==> src/hw/rtl/dsm_pkg.sv <==
`timescale 1ns / 1ps
package dsm_pkg;

  // Longest listing emitted for one input word
  localparam int MaxResults = 16;
  localparam int LenW       = $clog2(MaxResults + 1);

  typedef enum logic [2:0] {
    OP_PUSH1 = 3'd0,
    OP_PUSH2 = 3'd1,
    OP_POP1  = 3'd2,
    OP_POP2  = 3'd3,
    OP_PEEK1 = 3'd4,
    OP_PEEK2 = 3'd5,
    OP_LIST1 = 3'd6,
    OP_LIST2 = 3'd7
  } op_t;

  typedef enum logic [1:0] {
    ST_OK       = 2'd0,
    ST_OVERFLOW = 2'd1,
    ST_EMPTY    = 2'd2
  } status_t;

  typedef enum logic {
    S_IDLE,
    S_READ
  } state_t;

  // Controller -> datapath
  typedef struct packed {
    logic    take_push;
    logic    take_read;
    logic    pop;
    logic    list_start;
    logic    list_next;
    logic    emit_imm;
    status_t imm_status;
    logic    emit_mem;
  } cmd_t;

  // Datapath -> controller
  typedef struct packed {
    logic full;
    logic empty;
    logic out_free;
    logic list_mode;
    logic list_done;
  } sts_t;

  // Odd codes address the stack that grows down from the top
  function automatic logic op_upper(op_t op);
    return op[0];
  endfunction

endpackage

==> src/hw/rtl/dsm_ram.sv <==
`timescale 1ns / 1ps
module dsm_ram #(
  parameter int WIDTH = 32,
  parameter int DEPTH = 16
) (
  input  logic                     clk,
  input  logic                     wr_en,
  input  logic [$clog2(DEPTH)-1:0] wr_addr,
  input  logic [WIDTH-1:0]         wr_data,
  input  logic                     rd_en,
  input  logic [$clog2(DEPTH)-1:0] rd_addr,
  output logic [WIDTH-1:0]         rd_data
);

  logic [WIDTH-1:0] mem [DEPTH];

  always_ff @(posedge clk) begin
    if (wr_en) begin
      mem[wr_addr] <= wr_data;
    end
    if (rd_en) begin
      rd_data <= mem[rd_addr];
    end
  end

endmodule

==> src/hw/rtl/dsm_ctrl.sv <==
`timescale 1ns / 1ps
module dsm_ctrl import dsm_pkg::*; (
  input  logic clk,
  input  logic rst,
  input  logic in_valid,
  input  op_t  op,
  input  sts_t sts,
  output logic in_ready,
  output cmd_t cmd
);

  state_t state, state_next;

  always_ff @(posedge clk) begin
    if (rst) begin
      state <= S_IDLE;
    end else begin
      state <= state_next;
    end
  end

  always_comb begin
    state_next = state;
    cmd        = '0;
    in_ready   = 1'b0;
    unique case (state)
      S_IDLE: begin
        in_ready = sts.out_free;
        if (in_valid && sts.out_free) begin
          unique case (op) inside
            OP_PUSH1, OP_PUSH2: begin
              cmd.take_push  = 1'b1;
              cmd.emit_imm   = 1'b1;
              cmd.imm_status = sts.full ? ST_OVERFLOW : ST_OK;
            end
            OP_POP1, OP_POP2, OP_PEEK1, OP_PEEK2: begin
              if (sts.empty) begin
                cmd.emit_imm   = 1'b1;
                cmd.imm_status = ST_EMPTY;
              end else begin
                cmd.take_read = 1'b1;
                cmd.pop       = (op == OP_POP1) || (op == OP_POP2);
                state_next    = S_READ;
              end
            end
            OP_LIST1, OP_LIST2: begin
              if (sts.empty) begin
                cmd.emit_imm   = 1'b1;
                cmd.imm_status = ST_EMPTY;
              end else begin
                cmd.list_start = 1'b1;
                state_next     = S_READ;
              end
            end
            default: ;
          endcase
        end
      end
      S_READ: begin
        // read data is held in the RAM output until the result register frees up
        if (sts.out_free) begin
          cmd.emit_mem = 1'b1;
          if (sts.list_mode && !sts.list_done) begin
            cmd.list_next = 1'b1;
          end else begin
            state_next = S_IDLE;
          end
        end
      end
      default: state_next = S_IDLE;
    endcase
  end

endmodule

==> src/hw/rtl/dsm_datapath.sv <==
`timescale 1ns / 1ps
module dsm_datapath import dsm_pkg::*; #(
  parameter int DEPTH      = 16,
  parameter int DATA_WIDTH = 32
) (
  input  logic               clk,
  input  logic               rst,
  input  op_t                op,
  input  logic signed [31:0] value,
  input  cmd_t               cmd,
  input  logic               out_ready,
  output sts_t               sts,
  output logic               out_valid,
  output logic signed [31:0] out_data,
  output status_t            out_status,
  output logic               out_last
);

  localparam int AW = $clog2(DEPTH);
  localparam int CW = $clog2(DEPTH + 1);
  localparam logic [CW-1:0] DepthC = CW'(DEPTH);
  localparam logic [CW-1:0] TopC   = CW'(DEPTH - 1);

  logic [CW-1:0]         lower_count, upper_count;
  logic                  side_up, list_mode;
  logic [LenW-1:0]       list_idx, list_len;

  logic                  in_up, lst_up, full, empty, list_done, out_free;
  logic [CW-1:0]         in_count, push_addr, top_addr, list_addr, rd_addr_w, idx_w;
  logic [CW:0]           used;
  logic [LenW-1:0]       idx_next;
  logic                  wr_en, rd_en;
  logic [DATA_WIDTH-1:0] wr_data, rd_data;

  assign in_up     = op_upper(op);
  assign in_count  = in_up ? upper_count : lower_count;
  assign used      = {1'b0, lower_count} + {1'b0, upper_count};
  assign full      = used >= {1'b0, DepthC};
  assign empty     = in_count == '0;
  assign list_done = LenW'(list_idx + LenW'(1)) == list_len;
  assign out_free  = !out_valid || out_ready;

  assign sts.full      = full;
  assign sts.empty     = empty;
  assign sts.out_free  = out_free;
  assign sts.list_mode = list_mode;
  assign sts.list_done = list_done;

  // addresses
  assign push_addr = in_up ? (TopC - upper_count) : lower_count;
  assign top_addr  = in_up ? (DepthC - upper_count) : (lower_count - CW'(1));
  assign idx_next  = cmd.list_start ? '0 : LenW'(list_idx + LenW'(1));
  assign idx_w     = CW'(idx_next);
  assign lst_up    = cmd.list_start ? in_up : side_up;
  assign list_addr = lst_up ? (TopC - idx_w) : idx_w;
  assign rd_addr_w = cmd.take_read ? top_addr : list_addr;

  assign wr_en   = cmd.take_push && !full;
  assign rd_en   = cmd.take_read || cmd.list_start || cmd.list_next;
  assign wr_data = DATA_WIDTH'($unsigned(value));

  dsm_ram #(
    .WIDTH (DATA_WIDTH),
    .DEPTH (DEPTH)
  ) u_ram (
    .clk     (clk),
    .wr_en   (wr_en),
    .wr_addr (push_addr[AW-1:0]),
    .wr_data (wr_data),
    .rd_en   (rd_en),
    .rd_addr (rd_addr_w[AW-1:0]),
    .rd_data (rd_data)
  );

  always_ff @(posedge clk) begin
    if (rst) begin
      lower_count <= '0;
      upper_count <= '0;
      list_mode   <= 1'b0;
      out_valid   <= 1'b0;
    end else begin
      if (wr_en) begin
        if (in_up) begin
          upper_count <= upper_count + CW'(1);
        end else begin
          lower_count <= lower_count + CW'(1);
        end
      end
      if (cmd.pop) begin
        if (in_up) begin
          upper_count <= upper_count - CW'(1);
        end else begin
          lower_count <= lower_count - CW'(1);
        end
      end
      if (cmd.take_read) begin
        list_mode <= 1'b0;
      end else if (cmd.list_start) begin
        list_mode <= 1'b1;
      end
      if (cmd.emit_imm || cmd.emit_mem) begin
        out_valid <= 1'b1;
      end else if (out_ready) begin
        out_valid <= 1'b0;
      end
    end
  end

  always_ff @(posedge clk) begin
    if (cmd.take_read || cmd.list_start) begin
      side_up <= in_up;
    end
    if (cmd.list_start) begin
      list_len <= (int'(in_count) < MaxResults) ? LenW'(in_count) : LenW'(MaxResults);
    end
    if (cmd.list_start || cmd.list_next) begin
      list_idx <= idx_next;
    end
    if (cmd.emit_imm) begin
      out_data   <= '0;
      out_status <= cmd.imm_status;
      out_last   <= 1'b1;
    end else if (cmd.emit_mem) begin
      out_data   <= 32'(rd_data);
      out_status <= ST_OK;
      out_last   <= list_mode ? list_done : 1'b1;
    end
  end

`ifndef ASSERT_OFF
  a_no_overcommit: assert property (@(posedge clk) disable iff (rst)
    used <= {1'b0, DepthC})
    else $error("stacks hold more words than the memory");

  a_emit_needs_room: assert property (@(posedge clk) disable iff (rst)
    (cmd.emit_imm || cmd.emit_mem) |-> out_free)
    else $error("result register overwritten before it was taken");

  a_list_bounded: assert property (@(posedge clk) disable iff (rst)
    cmd.list_next |-> (list_mode && !list_done))
    else $error("listing advanced past its length");

  a_full_push_noop: assert property (@(posedge clk) disable iff (rst)
    (cmd.take_push && full) |=> ($stable(lower_count) && $stable(upper_count)))
    else $error("push into full memory changed a stack count");
`endif

endmodule

==> src/hw/rtl/dual_stack_shared_memory_unit.sv <==
`timescale 1ns / 1ps
// Two stacks in one RAM of DEPTH words: stack 1 grows up from address 0,
// stack 2 grows down from address DEPTH-1.
// Input channel (s_axis_*): one word per command. tuser = operation
// (push1, push2, pop1, pop2, peek1, peek2, list1, list2), tdata = value
// (used by push only, low DATA_WIDTH bits stored).
// Output channel (m_axis_*): tdata = data, tuser = status (ok, overflow,
// empty), tlast marks the final result word of a command.
// Push: one result word, registered in the cycle after accept; full memory
// gives overflow and no change. Pop/peek: one word through the registered
// RAM read and then the result register. List: up to 16 words bottom to
// top, the first through the same path, then one per cycle while m_axis_tready is high.
// Empty pop/peek/list gives a single empty-status word.
// Pushes can be taken back to back; pop/peek/list take no new command until
// their last word has entered the one-entry result register.
// A new command is taken when the result register is empty or being
// drained; a stalled receiver holds the result and stops input.
// Reset empties both stacks; RAM contents are not cleared.
module dual_stack_shared_memory_unit import dsm_pkg::*; #(
  parameter int DEPTH      = 16,
  parameter int DATA_WIDTH = 32
) (
  input  logic               clk,
  input  logic               rst,
  input  logic               s_axis_tvalid,
  output logic               s_axis_tready,
  input  logic signed [31:0] s_axis_tdata,   // [31:0] value
  input  logic [2:0]         s_axis_tuser,   // [2:0] operation
  output logic               m_axis_tvalid,
  input  logic               m_axis_tready,
  output logic signed [31:0] m_axis_tdata,   // [31:0] data
  output logic [1:0]         m_axis_tuser,   // [1:0] status
  output logic               m_axis_tlast
);

  op_t     op;
  cmd_t    cmd;
  sts_t    sts;
  status_t out_status;

  assign op           = op_t'(s_axis_tuser);
  assign m_axis_tuser = out_status;

  // sequencer: decodes the command and steps through RAM reads
  dsm_ctrl u_ctrl (
    .clk      (clk),
    .rst      (rst),
    .in_valid (s_axis_tvalid),
    .op       (op),
    .sts      (sts),
    .in_ready (s_axis_tready),
    .cmd      (cmd)
  );

  // stack counts, RAM, list counter and result register
  dsm_datapath #(
    .DEPTH      (DEPTH),
    .DATA_WIDTH (DATA_WIDTH)
  ) u_dp (
    .clk        (clk),
    .rst        (rst),
    .op         (op),
    .value      (s_axis_tdata),
    .cmd        (cmd),
    .out_ready  (m_axis_tready),
    .sts        (sts),
    .out_valid  (m_axis_tvalid),
    .out_data   (m_axis_tdata),
    .out_status (out_status),
    .out_last   (m_axis_tlast)
  );

endmodule

==> config.mk <==
export PLATFORM = sky130hd
export DESIGN_NAME = dual_stack_shared_memory_unit
export DESIGN_NICKNAME = d
export VERILOG_FILES = /design/src/hw/rtl/dsm_pkg.sv /design/src/hw/rtl/dsm_ram.sv /design/src/hw/rtl/dsm_ctrl.sv /design/src/hw/rtl/dsm_datapath.sv /design/src/hw/rtl/dual_stack_shared_memory_unit.sv
export SDC_FILE = /design/constraint.sdc
export NUM_CORES = 1
export LEC_CHECK = 0
export BUFFER_PORTS_ARGS = -buffer_cell sky130_fd_sc_hd__buf_2
export CAP_MARGIN = 20
export CORE_MARGIN = 2
export CORE_UTILIZATION = 69
export CTS_BUF_LIST = sky130_fd_sc_hd__clkbuf_2
export CTS_CLUSTER_DIAMETER = 50
export CTS_CLUSTER_SIZE = 40
export DETAILED_ROUTE_END_ITERATION = 10
export GPL_ROUTABILITY_DRIVEN = 0
export PLACE_DENSITY = 0.87
export SYNTH_ARGS = -nofsm -noshare
export SYNTH_HDL_FRONTEND = slang
export SYNTH_SLANG_ARGS = --single-unit
export TNS_END_PERCENT = 20
==> constraint.sdc <==
create_clock -name clk -period 6.19 [get_ports clk]
set_clock_uncertainty 0.1 [all_clocks]
set_input_delay 0.619 -clock clk [delete_from_list [all_inputs] [get_ports clk]]
set_output_delay 0.619 -clock clk [all_outputs]
set_load 0.005 [all_outputs]
# --- Word level (Yosys, flattened, before mapping) ---
# Memory sizes are Yosys's and may differ from the RTL's. A register that Yosys moved wholly into a read port is not among the register bits.
# Cells that the tools add are included.
word_totals:
  regBits: 59
  ramBits: 512
  input_bits: 39
  out_inout_bits: 37
  elab_cells: 97
  n_memories: 1
memory_table:
  columns: ["name", "depth", "word_bits", "rd", "rd_clocked_by_memory_dff", "write_ports", "line", "source"]
  rows:
  - ["u_dp.u_ram.mem", 16, 32, 1, 1, 1, "dsm_ram.sv:15", "logic [WIDTH-1:0] mem [DEPTH];"]
classes:
  add_sub_neg: 9
  order_cmp: 2
  eq_ne: 8
  mux: 44
  n_bitwise: 1
  n_reduce_logical: 21
op_table:
  columns: ["operator", "count"]
  rows:
  - ["two-way mux 5 bit", 10]
  - ["two-way mux 4 bit", 6]
  - ["two-way mux 1 bit", 19]
  - ["adder 5 x 1 -> 5 bit (second input constant)", 3]
  - ["== test 3 bit (second input constant)", 4]
  - ["subtractor 5 x 1 -> 5 bit (second input constant)", 2]
  - ["two-way mux 3 bit", 3]
  - ["two-way mux 2 bit", 4]
  - ["subtractor 4 bit (first input constant)", 2]
  - ["adder 5 x 5 -> 6 bit", 1]
  - ["== test 3 x 2 -> 1 bit (second input constant)", 2]
  - [">= comparator 6 x 5 -> 1 bit (second input constant)", 1]
  - ["logical OR 1 bit", 6]
  - ["one-hot mux 3 bit (2 select lines)", 1]
  - ["OR reduction 2 bit", 3]
  - ["OR reduction 6 bit", 1]
  - ["== test 5 bit", 1]
  - ["logical NOT 5 bit", 1]
  - ["< comparator 5 bit (second input constant)", 1]
  - ["nonzero test 2 bit", 2]
  - ["OR reduction 4 bit", 1]
  - ["subtractor 1 x 4 -> 4 bit (first input constant)", 1]
  - ["== test 3 x 1 -> 1 bit (second input constant)", 1]
  - ["logical AND 1 bit", 3]
  - ["4 further kinds", 6]

# --- Longest topological paths before layout ---
logic_depth:
  ltp_word: 10
  mapped_depth: 13

# --- By module ---
# A second synthesis with hierarchy kept.
hier_totals:
  cells_unflattened: 1184
  hier_area_um2: 23393.7
by_module_without_submodules:
  columns: ["module", "n_inst", "cells_per_inst", "area_each_um2"]
  rows:
  - ["dsm_ram", 1, 838, 20155.6]
  - ["dsm_datapath", 1, 320, 3021.6]
  - ["dsm_ctrl", 1, 26, 216.5]

# --- Worst setup path after synthesis ---
# Ideal clock, no wire load.
synth_path:
  kind: "input to register"
  start: "input port m_axis_tready"
  end: "memory u_dp.u_ram.mem[3][0] (enable)"
  t_arrival_ns: 3.255
  path_slack_ns: 2.414
  stages: 7
  n_path_buf: 2
  cell_sequence: "nand2b_1 > and3_1 > clkbuf_1 > o2111a_1 > clkbuf_1 > nand2_1 > nor2_1"
synth_via:
  elab_chain_len: 7
synth_lines:
  columns: ["item", "line", "source"]
  rows:
  - ["from (decl)", "dual_stack_shared_memory_unit.sv:30", "input logic m_axis_tready,"]
  - ["logical OR 1 bit", "dsm_datapath.sv:41", "assign out_free = !out_valid || out_ready;"]
  - ["logical AND 1 bit", "dsm_ctrl.sv:29", "if (in_valid && sts.out_free) begin"]
  - ["two-way mux 4 bit", "dsm_ctrl.sv:29", null]
  - ["two-way mux 4 bit", "dsm_ctrl.sv:26", "unique case (state)"]
  - ["logical AND 1 bit", "dsm_datapath.sv:58", "assign wr_en = cmd.take_push && !full;"]
  - ["two-way mux 1 bit", "dsm_ram.sv:18", "if (wr_en) begin"]
  - ["two-way mux 1 bit (implied by the code)", "dsm_ram.sv:19", "mem[wr_addr] <= wr_data;"]
  - ["to (decl)", "dsm_ram.sv:15", null]
# No other way between the ends.

# --- Worst setup path in the final report ---
layout_path:
  start: "register u_dp.upper_count[1]"
  end: "register u_dp.u_ram.rd_data[10] (read register of u_dp.u_ram.mem), data pin"
layout_via:
  elab_chain_len: 10
  elab_cells_between_ends: 17
  cone_classes: "add/sub: 2; mux: 12; reduce/logical: 3"
layout_lines:
  columns: ["item", "line", "source"]
  rows:
  - ["from (decl)", "dsm_datapath.sv:24", "logic [CW-1:0] lower_count, upper_count;"]
  - ["from (signal assigned)", "dsm_datapath.sv:84", "upper_count <= upper_count + CW'(1);"]
  - ["from (signal assigned)", "dsm_datapath.sv:91", "upper_count <= upper_count - CW'(1);"]
  - ["two-way mux 5 bit", "dsm_datapath.sv:36", "assign in_count = in_up ? upper_count : lower_count;"]
  - ["logical NOT 5 bit", "dsm_datapath.sv:39", "assign empty = in_count == '0;"]
  - ["two-way mux 1 bit", "dsm_ctrl.sv:47", "if (sts.empty) begin"]
  - ["two-way mux 1 bit", "dsm_ctrl.sv:30", "unique case (op) inside"]
  - ["two-way mux 4 bit", "dsm_ctrl.sv:29", null]
  - ["two-way mux 4 bit", "dsm_ctrl.sv:26", null]
  - ["two-way mux 5 bit", "dsm_datapath.sv:52", "assign idx_next = cmd.list_start ? '0 : LenW'(list_idx + LenW'(1));"]
  - ["subtractor 4 bit", "dsm_datapath.sv:55", "assign list_addr = lst_up ? (TopC - idx_w) : idx_w;"]
  - ["two-way mux 4 bit", "dsm_datapath.sv:55", null]
  - ["two-way mux 4 bit", "dsm_datapath.sv:56", "assign rd_addr_w = cmd.take_read ? top_addr : list_addr;"]
  - ["to (decl)", "dsm_ram.sv:12", "output logic [WIDTH-1:0] rd_data"]
# Parallel ways exist; a longest one is shown, timed or not.
# A chain may end at the register's enable or synchronous reset.

==> impl_metrics.env <==
export IMPL_status="complete, no violations"
export IMPL_critPathTopFamily="compound AO/OA/AOI/OAI gates"
export IMPL_synth_seq_cells=603
export IMPL_stdcell_count=2215
export IMPL_ys_top_cells_by_count="edfxtp_1 (557), nand2_1 (280), a21oi_1 (111), clkbuf_1 (72)"
export IMPL_power_leakage_uw=0.00872
export IMPL_synth_edff_count=557
export IMPL_slew_viol_final=0
export IMPL_wl_per_cell_um=25.0
export IMPL_yosys_warnings=0
export IMPL_rsz0062_at_grt="no"
export IMPL_critPathMaxFanout=69
export IMPL_cpMaxStageDelayCell="buf_4"
export IMPL_drc=0
export IMPL_fp_dieW_um=191
export IMPL_final_hold_violation_count=0
export IMPL_clk_pin_slew_worst_paths_ps=380
export IMPL_fillers=1994
export IMPL_crit_chain="inv_1, ha_1, a21oi_1, a2bb2oi_1, nand3_2, nand2_4, buf_4, a211oi_1, a311oi_1, or4_1"
export IMPL_syn2layout_area_growth_pct=7.79
export IMPL_initial_utilization=0.699
export IMPL_dr_pass1_iters=8
export IMPL_setup_worst_path_end_class="flip-flop"
export IMPL_setup_tns_final_ps=0
export IMPL_insertion_delay_ps=990
export IMPL_synth_largest_area_cell="edfxtp_1"
export IMPL_antenna_found_initial=4
export IMPL_cts_setup_buffers=0
export IMPL_first_global_vias=14700
export IMPL_cts_path_max_buffers=3
export IMPL_clock_sinks=603
export IMPL_syn_inst=1666
export IMPL_worst_pin_slew_ps=1430
export IMPL_timing_final_crit_period_ps=4220
export IMPL_drt_wl_total_um=55300
export IMPL_place_inst=2101
export IMPL_ios=76
export IMPL_synth_cell_types=61
export IMPL_io_buffer_count=75
export IMPL_cp_slowest_stage_delay_ps=740
export IMPL_arrival_ps=5060
export IMPL_fin_util=0.753
export IMPL_setup_ws_ps=1970
export IMPL_startpoint_type="flip-flop"
export IMPL_vias=15100
export IMPL_first_iter_violations=2320
export IMPL_ir_worst_vdd_mv=0.190
export IMPL_min_path_type="input pin to flip-flop"
export IMPL_fin_crit_sh=0.681
export IMPL_synth_top_area_share=0.696
export IMPL_rows=68
export IMPL_postRouteAntennaNets=0
export IMPL_fp_dieH_um=191
export IMPL_design_area_sq_um=25900
export IMPL_overflow=0
export IMPL_required_ps=7030
export IMPL_drv_cap=0
export IMPL_cts_buffers_inserted=41
export IMPL_synth_most_common_cell="edfxtp_1"
export IMPL_hpwl_um=30200
export IMPL_place_area_sq_um=24900
export IMPL_grt_max_degree=257
export IMPL_htree_levels=2
export IMPL_syn_area_sq_um=24000
export IMPL_fmax_mhz=237
export IMPL_vias_per_cell=6.82
export IMPL_core_area_sq_um=34400
export IMPL_dp_slack_ps=1750
export IMPL_synth_area_per_cell_sq_um=14.4
export IMPL_grt_pass1_wl_um=83600
export IMPL_ys_seq_area_frac=0.735
export IMPL_grt_use_total=0.307
export IMPL_die_area_sq_um=36300
export IMPL_cts_tree="yes"
export IMPL_path_buf_inv=2
export IMPL_syn_nets=1714
export IMPL_setup_violations=0
export IMPL_p_per_area_nw_per_um2=272
export IMPL_synth_ff_type="edfxtp_1"
export IMPL_slew_headroom=0.0447
export IMPL_yosys_top_cells_area="edfxtp_1 (70%), nand2_1 (4.4%), dfxtp_1 (3.8%)"
export IMPL_async_flop_share=0
export IMPL_cts_root_buf="clkbuf_2"
export IMPL_crit_type="flip-flop to flip-flop"
export IMPL_final_layout_size_suffix_gt1_frac=0.125
export IMPL_nets=1774
==> layout by cell type, fill, tap and decap left out, drive strengths merged, types with 5 or more instances in the layout <==
cell type,n
a311oi,64
xor2,6
edfxtp,557
xnor2,15
nand2,281
nand2b,6
o21ai,11
nand3,12
nor3,5
a221oi,65
a211oi,68
inv,26
clkinv,9
nor2,47
buf,107
a21oi,112
and3,68
dlygate4sd3,36
nand4,8
dfxtp,46
or4,32
clkbuf,43
a22oi,6
clkinvlp,5
ha,9
mux2i,66
nor2b,6
==> repair_timing <==
| action | 4_1_cts | 5_1_grt |
|---|---|---|
| hold endpoints to repair | 527 | 0 |
| hold buffers | 36 | 0 |
| resized for setup | 0 | 0 |
==> flip-flops by register name (all words and copies together) (netlist names) <==
| name | count |
|---|---|
| u_dp.upper_count | 5 |
| u_dp.out_data | 32 |
| u_dp.list_mode | 1 |
| u_dp.u_ram.rd_data | 32 |
| u_dp.out_last | 1 |
| u_dp.lower_count | 5 |
| u_dp.list_idx | 5 |
| u_dp.out_valid | 1 |
| u_dp.side_up | 1 |
| u_ctrl.state | 1 |
| u_dp.list_len | 5 |
| u_dp.u_ram.mem | 512 |
| u_dp.out_status | 2 |
==> power by group <==
group          switching [uW]  internal, uW  leakage [uW]
Sequential               25.1          4510       0.00540
Clock                    1350           436      0.000357
Combinational             489           240       0.00296
Total                    1860          5180       0.00872
==> worst paths after layout <==
kind,from,end,cells after the start,slack [ps]
setup / recovery,u_dp.upper_count[1],u_dp.u_ram.rd_data[10],10,1970
setup reg to reg,u_dp.upper_count[1],u_dp.u_ram.rd_data[10],10,1970
hold / removal,s_axis_tuser[2],u_dp.out_status[0],3,160
hold reg to reg,u_dp.out_data[19],u_dp.out_data[19],2,370
==> layout make-up <==
cell class                 count  area, sq um  share of cell area
sequential                   603        17600               0.682
clock buffer                  43          215             0.00831
inverter                      11         41.3             0.00159
tap                          455          569              0.0220
timing repair buffer         143         1050              0.0407
clock inverter                32          407              0.0157
antenna                        2         5.00            0.000193
multi-input combinational    926         5950               0.230
==> per-stage QoR <==
stage	hold slack (ps)	power (uW)
finish	164	7040
CTS	64.7	7040
detailed placement	344	5310
global placement	338	5270
floorplan	353	5080
global route	102	7250
==> layer usage <==
| layer | GRT usage | vias to the layer above | part of all wire |
|---|---|---|---|
| met5 | 0 | - | 0 |
| met4 | 0.104 | 0 | 0.027 |
| met3 | 0.0589 | 129 | 0.11 |
| met2 | 0.497 | 969 | 0.49 |
| met1 | 0.425 | 7411 | 0.38 |
| li1 | - | 6587 | - |
==> worst reg2reg max path, stage by stage, from the launching register on <==
cell       delay (ps)
dfxtp_1           670
inv_1             170
ha_1              380
a21oi_1           150
a2bb2oi_1         230
nand3_2           150
nand2_4           630
buf_4             780
a211oi_1          210
a311oi_1          500
or4_1             190
==> cell families (layout without fill, tap and decap cells) <==
group	Yosys count	count (layout)	synth area share
flip-flops	603	603	0.735
AND/OR/NAND/NOR	478	478	0.0932
AO/OA/AOI/OAI	350	350	0.106
buffers and inverters	137	229	0.0255
multiplexers	67	67	0.0280
XOR/XNOR	21	21	0.00766
adder cells (fa/ha/maj)	10	10	0.00511
other	0	2	0
No activity file was read; power rests on OpenSTA's default activity.
